<file path="src/hw/rtl/mlfc_pkg.sv">
// Shared types and constants for the motion and lux controlled LED fader.
`default_nettype none
package mlfc_pkg;

  localparam int unsigned CfgIdxW = 3;
  localparam int unsigned CfgDataW = 16;

  // Configuration register indexes.
  localparam logic [CfgIdxW-1:0] CFG_FADE_STEP       = 3'd0;
  localparam logic [CfgIdxW-1:0] CFG_LUX_HYSTERESIS  = 3'd1;
  localparam logic [CfgIdxW-1:0] CFG_AVERAGE_LOG2    = 3'd2;
  localparam logic [CfgIdxW-1:0] CFG_TICKS_PER_10MS  = 3'd3;
  localparam logic [CfgIdxW-1:0] CFG_TICKS_PER_100MS = 3'd4;
  localparam logic [CfgIdxW-1:0] CFG_TICKS_PER_SEC   = 3'd5;

  // Lamp modes as shown on lamp_state.
  localparam logic [1:0] MODE_OFF      = 2'd0;
  localparam logic [1:0] MODE_FADE_IN  = 2'd1;
  localparam logic [1:0] MODE_ON       = 2'd2;
  localparam logic [1:0] MODE_FADE_OUT = 2'd3;

  localparam logic [9:0]  DUTY_MAX      = 10'd1023;
  localparam logic [14:0] ON_TIME_BASE  = 15'd30;
  localparam logic [26:0] ON_TIME_SCALE = 27'd1800;
  localparam logic [2:0]  AVG_LOG2_MAX  = 3'd4;

  // Register defaults after reset.
  localparam logic [9:0]  FADE_STEP_RST     = 10'd4;
  localparam logic [11:0] LUX_HYST_RST      = 12'd100;
  localparam logic [2:0]  AVG_LOG2_RST      = 3'd4;
  localparam logic [15:0] TICKS_10MS_RST    = 16'd10;
  localparam logic [15:0] TICKS_100MS_RST   = 16'd100;
  localparam logic [15:0] TICKS_SECOND_RST  = 16'd1000;

  typedef struct packed {
    logic [9:0]  fade_step;
    logic [11:0] lux_hysteresis;
    logic [2:0]  average_log2;
    logic [15:0] ticks_per_10ms;
    logic [15:0] ticks_per_100ms;
    logic [15:0] ticks_per_second;
  } mlfc_cfg_t;

  typedef struct packed {
    logic        motion_a;
    logic        motion_b;
    logic [11:0] ambient_lux_sample;
    logic [11:0] lux_setting_sample;
    logic [11:0] on_time_sample;
    logic [11:0] brightness_sample;
  } mlfc_item_t;

  // On-time and countdown keep 15 bits: a block closed early after the
  // averaging size shrinks can yield an average well above 4095.
  typedef struct packed {
    logic [15:0]      div_10ms_count;
    logic [15:0]      div_100ms_count;
    logic [15:0]      div_second_count;
    logic [3:0][15:0] sample_sums;
    logic [4:0]       sample_count;
    logic [9:0]       duty_target;
    logic [14:0]      on_time_target;
    logic [9:0]       duty_now;
    logic [1:0]       lamp_mode;
    logic [14:0]      countdown;
    logic             lux_ok;
  } mlfc_state_t;

endpackage
`default_nettype wire

</file>
<file path="src/hw/rtl/mlfc_in_if.sv">
// Input channel: one 1 ms tick with motion bits and four ADC samples.
`default_nettype none
interface mlfc_in_if;
  logic        valid;
  logic        ready;
  logic        motion_a;
  logic        motion_b;
  logic [11:0] ambient_lux_sample;
  logic [11:0] lux_setting_sample;
  logic [11:0] on_time_sample;
  logic [11:0] brightness_sample;

  modport source (
    output valid, motion_a, motion_b, ambient_lux_sample, lux_setting_sample,
           on_time_sample, brightness_sample,
    input  ready
  );
  modport sink (
    input  valid, motion_a, motion_b, ambient_lux_sample, lux_setting_sample,
           on_time_sample, brightness_sample,
    output ready
  );
endinterface
`default_nettype wire

</file>
<file path="src/hw/rtl/mlfc_out_if.sv">
// Result channel: PWM duty, lamp state, lux flag and seconds left.
`default_nettype none
interface mlfc_out_if;
  logic        valid;
  logic        ready;
  logic [9:0]  pwm_duty;
  logic [1:0]  lamp_state;
  logic        dark_enough;
  logic [10:0] seconds_left;

  modport source (
    output valid, pwm_duty, lamp_state, dark_enough, seconds_left,
    input  ready
  );
  modport sink (
    input  valid, pwm_duty, lamp_state, dark_enough, seconds_left,
    output ready
  );
endinterface
`default_nettype wire

</file>
<file path="src/hw/rtl/mlfc_tick.sv">
// Next-state logic for one tick: dividers, fade, averaging, motion, countdown.
`default_nettype none
module mlfc_tick
  import mlfc_pkg::*;
(
  input  mlfc_state_t st,
  input  mlfc_item_t  item,
  input  mlfc_cfg_t   cfg,
  output mlfc_state_t st_nxt
);

  logic [15:0]      d10_inc;
  logic [15:0]      d100_inc;
  logic [15:0]      dsec_inc;
  logic             ev10;
  logic             ev100;
  logic             ev1s;
  logic             motion;
  logic [10:0]      duty_up;
  logic [9:0]       duty_up_sat;
  logic [9:0]       duty_dn;
  logic [3:0][15:0] smp;
  logic [3:0][15:0] sums_add;
  logic [4:0]       cnt_add;
  logic [2:0]       lg;
  logic [4:0]       block_size;
  logic             block_done;
  logic [15:0]      avg_amb;
  logic [15:0]      avg_set;
  logic [15:0]      avg_on;
  logic [15:0]      avg_bright;
  logic [26:0]      on_prod;
  logic [14:0]      on_time_new;
  logic [16:0]      amb_ext;
  logic [16:0]      set_ext;
  logic [16:0]      hyst_ext;
  logic             lux_lost;
  logic             lux_back;

  assign d10_inc  = st.div_10ms_count + 16'd1;
  assign d100_inc = st.div_100ms_count + 16'd1;
  assign dsec_inc = st.div_second_count + 16'd1;
  assign ev10  = (d10_inc == cfg.ticks_per_10ms);
  assign ev100 = (d100_inc == cfg.ticks_per_100ms);
  assign ev1s  = (dsec_inc == cfg.ticks_per_second);
  assign motion = item.motion_a | item.motion_b;

  assign duty_up     = {1'b0, st.duty_now} + {1'b0, cfg.fade_step};
  assign duty_up_sat = duty_up[10] ? DUTY_MAX : duty_up[9:0];
  assign duty_dn     = (st.duty_now > cfg.fade_step) ? (st.duty_now - cfg.fade_step) : 10'd0;

  assign smp[0] = {4'd0, item.ambient_lux_sample};
  assign smp[1] = {4'd0, item.lux_setting_sample};
  assign smp[2] = {4'd0, item.on_time_sample};
  assign smp[3] = {4'd0, item.brightness_sample};

  always_comb begin
    for (int i = 0; i < 4; i++) begin
      sums_add[i] = st.sample_sums[i] + smp[i];
    end
  end

  assign cnt_add    = st.sample_count + 5'd1;
  assign lg         = (cfg.average_log2 > AVG_LOG2_MAX) ? AVG_LOG2_MAX : cfg.average_log2;
  assign block_size = 5'd1 << lg;
  assign block_done = (cnt_add >= block_size);

  assign avg_amb    = sums_add[0] >> lg;
  assign avg_set    = sums_add[1] >> lg;
  assign avg_on     = sums_add[2] >> lg;
  assign avg_bright = sums_add[3] >> lg;

  assign on_prod     = {11'd0, avg_on} * ON_TIME_SCALE;
  assign on_time_new = on_prod[26:12] + ON_TIME_BASE;

  assign amb_ext  = {1'b0, avg_amb};
  assign set_ext  = {1'b0, avg_set};
  assign hyst_ext = {5'd0, cfg.lux_hysteresis};
  assign lux_lost = (amb_ext > set_ext + hyst_ext);
  assign lux_back = (amb_ext + hyst_ext < set_ext);

  // The events apply in a fixed order within a tick; the motion and countdown
  // steps read what the earlier ones left in st_nxt.
  always_comb begin
    st_nxt = st;
    st_nxt.div_10ms_count   = ev10  ? 16'd0 : d10_inc;
    st_nxt.div_100ms_count  = ev100 ? 16'd0 : d100_inc;
    st_nxt.div_second_count = ev1s  ? 16'd0 : dsec_inc;

    if (st.lamp_mode == MODE_FADE_IN) begin
      if (st.duty_now < st.duty_target) begin
        st_nxt.duty_now = duty_up_sat;
      end else begin
        st_nxt.lamp_mode = MODE_ON;
      end
    end else if (st.lamp_mode == MODE_FADE_OUT) begin
      if (st.duty_now != 10'd0) begin
        st_nxt.duty_now = duty_dn;
      end else begin
        st_nxt.lamp_mode = MODE_OFF;
      end
    end

    if (ev10) begin
      if (block_done) begin
        st_nxt.sample_sums    = '0;
        st_nxt.sample_count   = 5'd0;
        st_nxt.duty_target    = avg_bright[11:2];
        st_nxt.on_time_target = on_time_new;
        if (st.lux_ok) begin
          if (lux_lost) begin
            st_nxt.lux_ok    = 1'b0;
            st_nxt.lamp_mode = MODE_FADE_OUT;
          end
        end else if (lux_back) begin
          st_nxt.lux_ok = 1'b1;
        end
      end else begin
        st_nxt.sample_sums  = sums_add;
        st_nxt.sample_count = cnt_add;
      end
    end

    if (ev100 && motion) begin
      if (st_nxt.lamp_mode == MODE_ON) begin
        st_nxt.countdown = st_nxt.on_time_target;
      end else if ((st_nxt.lamp_mode inside {MODE_OFF, MODE_FADE_OUT}) && st_nxt.lux_ok) begin
        st_nxt.countdown = st_nxt.on_time_target;
        st_nxt.lamp_mode = MODE_FADE_IN;
      end
    end

    if (ev1s && (st_nxt.lamp_mode == MODE_ON)) begin
      if (st_nxt.countdown != 15'd0) begin
        st_nxt.countdown = st_nxt.countdown - 15'd1;
      end
      if (st_nxt.countdown == 15'd0) begin
        st_nxt.lamp_mode = MODE_FADE_OUT;
      end
    end
  end

endmodule
`default_nettype wire

</file>
<file path="src/hw/rtl/motion_lux_led_fade_controller.sv">
// Top level of the motion and lux controlled LED fader.
//
//   channel  direction  payload                                         beat
//   in_ch    sink       motion_a/b, four 12-bit ADC samples             one 1 ms tick
//   out_ch   source     pwm_duty, lamp_state, dark_enough, seconds_left one per tick
//   cfg_*    write      cfg_index selects register, cfg_data value      one register
//
// One beat is accepted per clock while back-pressure on out_ch does not stall the input.
// The tick is captured in an input register, then one pass of next-state logic
// updates the controller state and the result register together.
// Back-pressure on out_ch stalls both stages; the input register keeps accepting
// while it is empty or while the result register is free or being taken.
// rst_n is synchronous and active low: state clears, registers take defaults.
`default_nettype none
module motion_lux_led_fade_controller
  import mlfc_pkg::*;
(
  input  wire logic                clk,
  input  wire logic                rst_n,
  mlfc_in_if.sink                  in_ch,
  mlfc_out_if.source               out_ch,
  input  wire logic                cfg_we,
  input  wire logic [CfgIdxW-1:0]  cfg_index,
  input  wire logic [CfgDataW-1:0] cfg_data
);

  mlfc_cfg_t   cfg_r;
  mlfc_state_t state_r;
  mlfc_state_t state_nxt;
  mlfc_item_t  item_r;
  logic        item_valid_r;
  logic        out_valid_r;
  logic [9:0]  pwm_duty_r;
  logic [1:0]  lamp_state_r;
  logic        dark_enough_r;
  logic [10:0] seconds_left_r;
  logic        advance;
  logic        in_ready;

  assign advance  = item_valid_r && (!out_valid_r || out_ch.ready);
  assign in_ready = !item_valid_r || advance;

  assign in_ch.ready         = in_ready;
  assign out_ch.valid        = out_valid_r;
  assign out_ch.pwm_duty     = pwm_duty_r;
  assign out_ch.lamp_state   = lamp_state_r;
  assign out_ch.dark_enough  = dark_enough_r;
  assign out_ch.seconds_left = seconds_left_r;

  mlfc_tick u_tick (
    .st     (state_r),
    .item   (item_r),
    .cfg    (cfg_r),
    .st_nxt (state_nxt)
  );

  always_ff @(posedge clk) begin
    if (!rst_n) begin
      cfg_r.fade_step        <= FADE_STEP_RST;
      cfg_r.lux_hysteresis   <= LUX_HYST_RST;
      cfg_r.average_log2     <= AVG_LOG2_RST;
      cfg_r.ticks_per_10ms   <= TICKS_10MS_RST;
      cfg_r.ticks_per_100ms  <= TICKS_100MS_RST;
      cfg_r.ticks_per_second <= TICKS_SECOND_RST;
    end else if (cfg_we) begin
      case (cfg_index)
        CFG_FADE_STEP:       cfg_r.fade_step        <= cfg_data[9:0];
        CFG_LUX_HYSTERESIS:  cfg_r.lux_hysteresis   <= cfg_data[11:0];
        CFG_AVERAGE_LOG2:    cfg_r.average_log2     <= cfg_data[2:0];
        CFG_TICKS_PER_10MS:  cfg_r.ticks_per_10ms   <= cfg_data;
        CFG_TICKS_PER_100MS: cfg_r.ticks_per_100ms  <= cfg_data;
        CFG_TICKS_PER_SEC:   cfg_r.ticks_per_second <= cfg_data;
        default: ;
      endcase
    end
  end

  always_ff @(posedge clk) begin
    if (!rst_n) begin
      item_valid_r <= 1'b0;
      out_valid_r  <= 1'b0;
      state_r      <= '0;
    end else begin
      if (in_ready) begin
        item_valid_r <= in_ch.valid;
      end
      if (advance) begin
        out_valid_r <= 1'b1;
        state_r     <= state_nxt;
      end else if (out_ch.ready) begin
        out_valid_r <= 1'b0;
      end
    end
  end

  always_ff @(posedge clk) begin
    if (in_ready && in_ch.valid) begin
      item_r.motion_a           <= in_ch.motion_a;
      item_r.motion_b           <= in_ch.motion_b;
      item_r.ambient_lux_sample <= in_ch.ambient_lux_sample;
      item_r.lux_setting_sample <= in_ch.lux_setting_sample;
      item_r.on_time_sample     <= in_ch.on_time_sample;
      item_r.brightness_sample  <= in_ch.brightness_sample;
    end
    if (advance) begin
      pwm_duty_r     <= state_nxt.duty_now;
      lamp_state_r   <= state_nxt.lamp_mode;
      dark_enough_r  <= state_nxt.lux_ok;
      seconds_left_r <= state_nxt.countdown[10:0];
    end
  end

endmodule
`default_nettype wire

</file>
<file path="src/flat_wrapper.sv">
// flat-port wrapper written by rule: the top's interface ports become plain ports
module motion_lux_led_fade_controller_flat import mlfc_pkg::*;
  (clk, rst_n, cfg_we, cfg_index, cfg_data, in_ch_valid, in_ch_motion_a, in_ch_motion_b, in_ch_ambient_lux_sample, in_ch_lux_setting_sample, in_ch_on_time_sample, in_ch_brightness_sample, in_ch_ready, out_ch_valid, out_ch_pwm_duty, out_ch_lamp_state, out_ch_dark_enough, out_ch_seconds_left, out_ch_ready);
  mlfc_in_if in_ch_i ();
  mlfc_out_if out_ch_i ();
  input  wire logic clk;
  input  wire logic rst_n;
  input  wire logic cfg_we;
  input  wire logic [CfgIdxW-1:0] cfg_index;
  input  wire logic [CfgDataW-1:0] cfg_data;
  input wire logic [$bits(in_ch_i.valid)-1:0] in_ch_valid;
  input wire logic [$bits(in_ch_i.motion_a)-1:0] in_ch_motion_a;
  input wire logic [$bits(in_ch_i.motion_b)-1:0] in_ch_motion_b;
  input wire logic [$bits(in_ch_i.ambient_lux_sample)-1:0] in_ch_ambient_lux_sample;
  input wire logic [$bits(in_ch_i.lux_setting_sample)-1:0] in_ch_lux_setting_sample;
  input wire logic [$bits(in_ch_i.on_time_sample)-1:0] in_ch_on_time_sample;
  input wire logic [$bits(in_ch_i.brightness_sample)-1:0] in_ch_brightness_sample;
  output wire logic [$bits(in_ch_i.ready)-1:0] in_ch_ready;
  output wire logic [$bits(out_ch_i.valid)-1:0] out_ch_valid;
  output wire logic [$bits(out_ch_i.pwm_duty)-1:0] out_ch_pwm_duty;
  output wire logic [$bits(out_ch_i.lamp_state)-1:0] out_ch_lamp_state;
  output wire logic [$bits(out_ch_i.dark_enough)-1:0] out_ch_dark_enough;
  output wire logic [$bits(out_ch_i.seconds_left)-1:0] out_ch_seconds_left;
  input wire logic [$bits(out_ch_i.ready)-1:0] out_ch_ready;
  assign in_ch_i.valid = in_ch_valid;
  assign in_ch_i.motion_a = in_ch_motion_a;
  assign in_ch_i.motion_b = in_ch_motion_b;
  assign in_ch_i.ambient_lux_sample = in_ch_ambient_lux_sample;
  assign in_ch_i.lux_setting_sample = in_ch_lux_setting_sample;
  assign in_ch_i.on_time_sample = in_ch_on_time_sample;
  assign in_ch_i.brightness_sample = in_ch_brightness_sample;
  assign in_ch_ready = in_ch_i.ready;
  assign out_ch_valid = out_ch_i.valid;
  assign out_ch_pwm_duty = out_ch_i.pwm_duty;
  assign out_ch_lamp_state = out_ch_i.lamp_state;
  assign out_ch_dark_enough = out_ch_i.dark_enough;
  assign out_ch_seconds_left = out_ch_i.seconds_left;
  assign out_ch_i.ready = out_ch_ready;
  motion_lux_led_fade_controller u_core (.clk(clk), .rst_n(rst_n), .in_ch(in_ch_i), .out_ch(out_ch_i), .cfg_we(cfg_we), .cfg_index(cfg_index), .cfg_data(cfg_data));
endmodule
</file>
<file path="config.mk">
export PLATFORM = sky130hd
export DESIGN_NAME = motion_lux_led_fade_controller_flat
export DESIGN_NICKNAME = d
export VERILOG_FILES = /design/src/hw/rtl/mlfc_pkg.sv /design/src/hw/rtl/mlfc_in_if.sv /design/src/hw/rtl/mlfc_out_if.sv /design/src/hw/rtl/mlfc_tick.sv /design/src/hw/rtl/motion_lux_led_fade_controller.sv /design/src/flat_wrapper.sv
export SDC_FILE = /design/constraint.sdc
export NUM_CORES = 1
export LEC_CHECK = 0
export ABC_CLOCK_PERIOD_IN_PS = 8700
export BUFFER_PORTS_ARGS = -buffer_cell sky130_fd_sc_hd__buf_2
export CAP_MARGIN = 0
export CELL_PAD_IN_SITES_DETAIL_PLACEMENT = 0
export CELL_PAD_IN_SITES_GLOBAL_PLACEMENT = 1
export CORE_AREA = 2 2 243 245
export CTS_CLUSTER_SIZE = 28
export DETAILED_ROUTE_END_ITERATION = 16
export DIE_AREA = 0 0 245 247
export PLACE_DENSITY_LB_ADDON = 0.1
export SLEW_MARGIN = 20
export SYNTH_ARGS = -nofsm -noshare
export SYNTH_HDL_FRONTEND = slang
export SYNTH_SLANG_ARGS = --single-unit
</file>
<file path="constraint.sdc">
create_clock -name clk -period 8.7 [get_ports clk]
set_input_delay 0.87 -clock clk [delete_from_list [all_inputs] [get_ports clk]]
set_output_delay 0.87 -clock clk [all_outputs]
set_load 0.03 [all_outputs]
</file>
==> flow_summary.toml <==
[die]
core_area_sq_um = 58240
die_area_sq_um = 60520
ioPinCount = 100
die_y_um = 247
initial_core_util_pct = 42.31
rows = 89
die_w_um = 245

[setup_path]
path_common_cell = "ha_1"
max_stage_delay_ps = 500
crit_required_ps = 9200
critical_path.slowest_cell = "fa_1"
timing.rr.start = "u_core.state_r[90]"
crit_start = "u_core.state_r[90]"
worst_setup_path_end_kind = "flip-flop"
crit_type = "reg2reg"
crit_fanout = 7
arrival_ps = 8800
r2r_cells = 36
startpoint_type = "flip-flop"

[grt]
grt_max_degree = 128
track_usage_pct = 25.57
grt_first_pass_wirelength_mm = 124.3
first_global_vias = 23030
grt_overflow_total = 0
antenna_found_initial = 3

[route]
dr.pass1.iters = 8
wl_mm = 78.46
vias = 23350
vias_per_cell = 5.665
drtIter0Drc = 1295
top_layer = "met4"
met2_length_mm = 37.94
met1_length_mm = 35.77
drc = 0
wl_met3_mm = 2.949
routedWlPerCell_um = 19.03
ant_nets = 0

[cts]
clockBufferDepth = 3
htree_levels = 2
clk_latency_ps = 580
cts_hold_buffers = 0
cts_tree = "built"
cts_inserted_buffers = 40
cts_root_buf = "clkbuf_16"
clk_pin_slew_ps = 60
cts.sinks = 319

[sta]
fmax_ghz = 0.1204
slew_headroom_pct = 22.85
setup_viol = 0
hold_viol_final = 0
maxSlewViolCount = 0
clock_skew_ps = 33.70
tightest_slew_ps = 1157
min_period_over_period_pct = 95.48
worst_slack_ps = 393.2
layout_min_cycle_time_ps = 8307

[placed_design]
place_ws_ps = -120.9
dp_hpwl_mm = 58.28
io_buffer_count = 99
gp_congestion = 0.8927

[hold_path]
min_from = "u_core.state_r[111]"
worstHoldPathType = "reg2reg"
worstHoldPathCells = 2

[synth]
ys_ff_latch = 319
async_flop_share_pct = 0
synth_edf_count = 74
netlist_area_sq_um = 24640
synth_top_area_cell = "dfxtp_1"
yosys.area.top_type_share_pct = 19.90
yosys_warnings = 0
syn_avg_cell_area_sq_um = 7.899
ys_seq_area_share_pct = 28.92
synthFlopType = "dfxtp_1"
synthTopCellsByArea = "dfxtp_1 20%, ha_1 10%, edfxtp_1 9.0%"
syn_inst = 3120
synthDistinctLibCells = 106
synth_nets = 3424

[power_and_ir_drop]
leakage_nw = 11.80
clock_power_share_pct = 36.3
swShare_pct = 33.37
p_switching_mw = 1.469
internal-power_mw = 2.933
combPwrFrac_pct = 27.9
ir_worst_vdd_mv = 0.1451
p_seq_share_pct = 35.8
p_per_area_nw_per_um2 = 151.9

[layout]
nNetsFinal = 3621
area_growth_pct = 17.56
drive_gt1_share_pct = 16.73
final_core_util_pct = 49.75

[run_status]
status = "finished clean"

[flow_run]
drv_cap = 0
==> layer usage <==
metal | global-route usage, % | up-vias
li1 | - | 11550
met1 | 33.59 | 11200
met2 | 44.68 | 482
met3 | 2.464 | 112
met4 | 6.887 | 0
met5 | 0 | -
==> stage by stage <==
stage               setup TNS (ps)  power (mW)  instance area [sq um]  hold slack [ps]  std cells
detailed placement          -311.3       2.748                  27080            446.4       4035
global placement                 0       2.747                  27080            435.9       4035
CTS                              0       4.375                  28360            439.5       4108
global route                -398.9       4.628                  28970            451.3       4122
floorplan                        0       2.390                  24640            428.4       3120
finish                           0       4.402                  28970            455.4       4122
==> critical path: cells and delay by family (launching register included) <==
family | cells | cell delay, ps
adder cells (fa/ha/maj) | 7 | 2260
AND/OR/NAND/NOR | 9 | 1810
XOR/XNOR | 1 | 190
buffers and inverters | 5 | 460
flip-flops | 1 | 350
AO/OA/AOI/OAI | 12 | 2770
multiplexers | 2 | 430
==> power by group through the flow <==
stage          Combinational, mW  Clock (mW)  Sequential, mW
2_1_floorplan              0.783           0            1.61
4_1_cts                     1.15        1.65            1.58
6_report                    1.23        1.60            1.58
3_5_place_dp                1.14           0            1.61
5_1_grt                     1.35        1.70            1.58
3_3_place_gp                1.14           0            1.61
==> path summary, 6_finish.rpt <==
path	to	slack (ps)
max	u_core.state_r[16]	390
min	u_core.state_r[111]	460
max reg2reg	u_core.state_r[16]	390
min reg2reg	u_core.state_r[111]	460
==> cells in the final DEF (no fill, tap or decap), types with 10 or more instances in the layout <==
master	count
a211oi_1	46
a211oi_2	11
a21o_1	48
a21oi_1	348
a21oi_2	19
a31oi_1	19
and2_1	24
and3_1	40
buf_2	99
buf_4	223
clkbuf_16	40
dfxtp_1	243
edfxtp_1	74
fa_1	23
ha_1	201
inv_1	112
mux2_2	19
mux2i_1	27
nand2_1	400
nand2b_1	25
nand3_1	112
nand3b_1	11
nand4_1	28
nor2_1	278
nor2b_1	25
nor3_1	60
nor3_2	12
nor3b_1	21
nor4_1	17
o211ai_1	21
o21a_1	19
o21ai_0	126
o21ai_1	14
o21bai_1	32
o31ai_1	10
or3_1	28
or4_1	12
xnor2_1	134
xor2_1	67
==> cell type report <==
cell class	count	area, sq um
Sequential cell	319	7129
Fill cell	5725	29270
Clock inverter	20	140.1
Multi-Input combinational cell	2511	16960
Tap cell	773	967.2
Antenna cell	2	5.005
Clock buffer	52	1106
Inverter	119	454.2
Timing Repair Buffer	326	2215
==> cell families (layout without fill, tap and decap cells) <==
family	count (synthesis)	in the layout	synth area share, %
flip-flops	319	319	28.92
multiplexers	52	52	2.310
buffers and inverters	290	517	4.590
other	0	2	0
AO/OA/AOI/OAI	862	862	22.02
XOR/XNOR	209	209	7.489
AND/OR/NAND/NOR	1156	1156	22.18
adder cells (fa/ha/maj)	232	232	12.49
==> registers in the layout (all words and copies together), names as in the netlist <==
signal	count
u_core.cfg_r	73
u_core.item_valid_r	1
u_core.out_ch.valid	1
u_core.out_ch.lamp_state	2
u_core.out_ch.dark_enough	1
u_core.item_r	50
u_core.out_ch.pwm_duty	10
u_core.state_r	170
u_core.out_ch.seconds_left	11
==> cells in the mapped netlist (69+ instances only) <==
cell	count
edfxtp_1	74
nor3_1	72
clkbuf_1	140
a21oi_1	367
ha_1	206
nor2_1	282
inv_1	114
xor2_1	69
o21ai_0	142
nand2_1	402
nand3_1	114
xnor2_1	138
dfxtp_1	245
==> timing repair <==
action,in CTS,in global routing
setup buffers,1,12
gates resized for setup,6,115
pin swaps,3,37
endpoints found under the setup margin,11,28
Note: power is estimated with default switching activity, not from simulation.
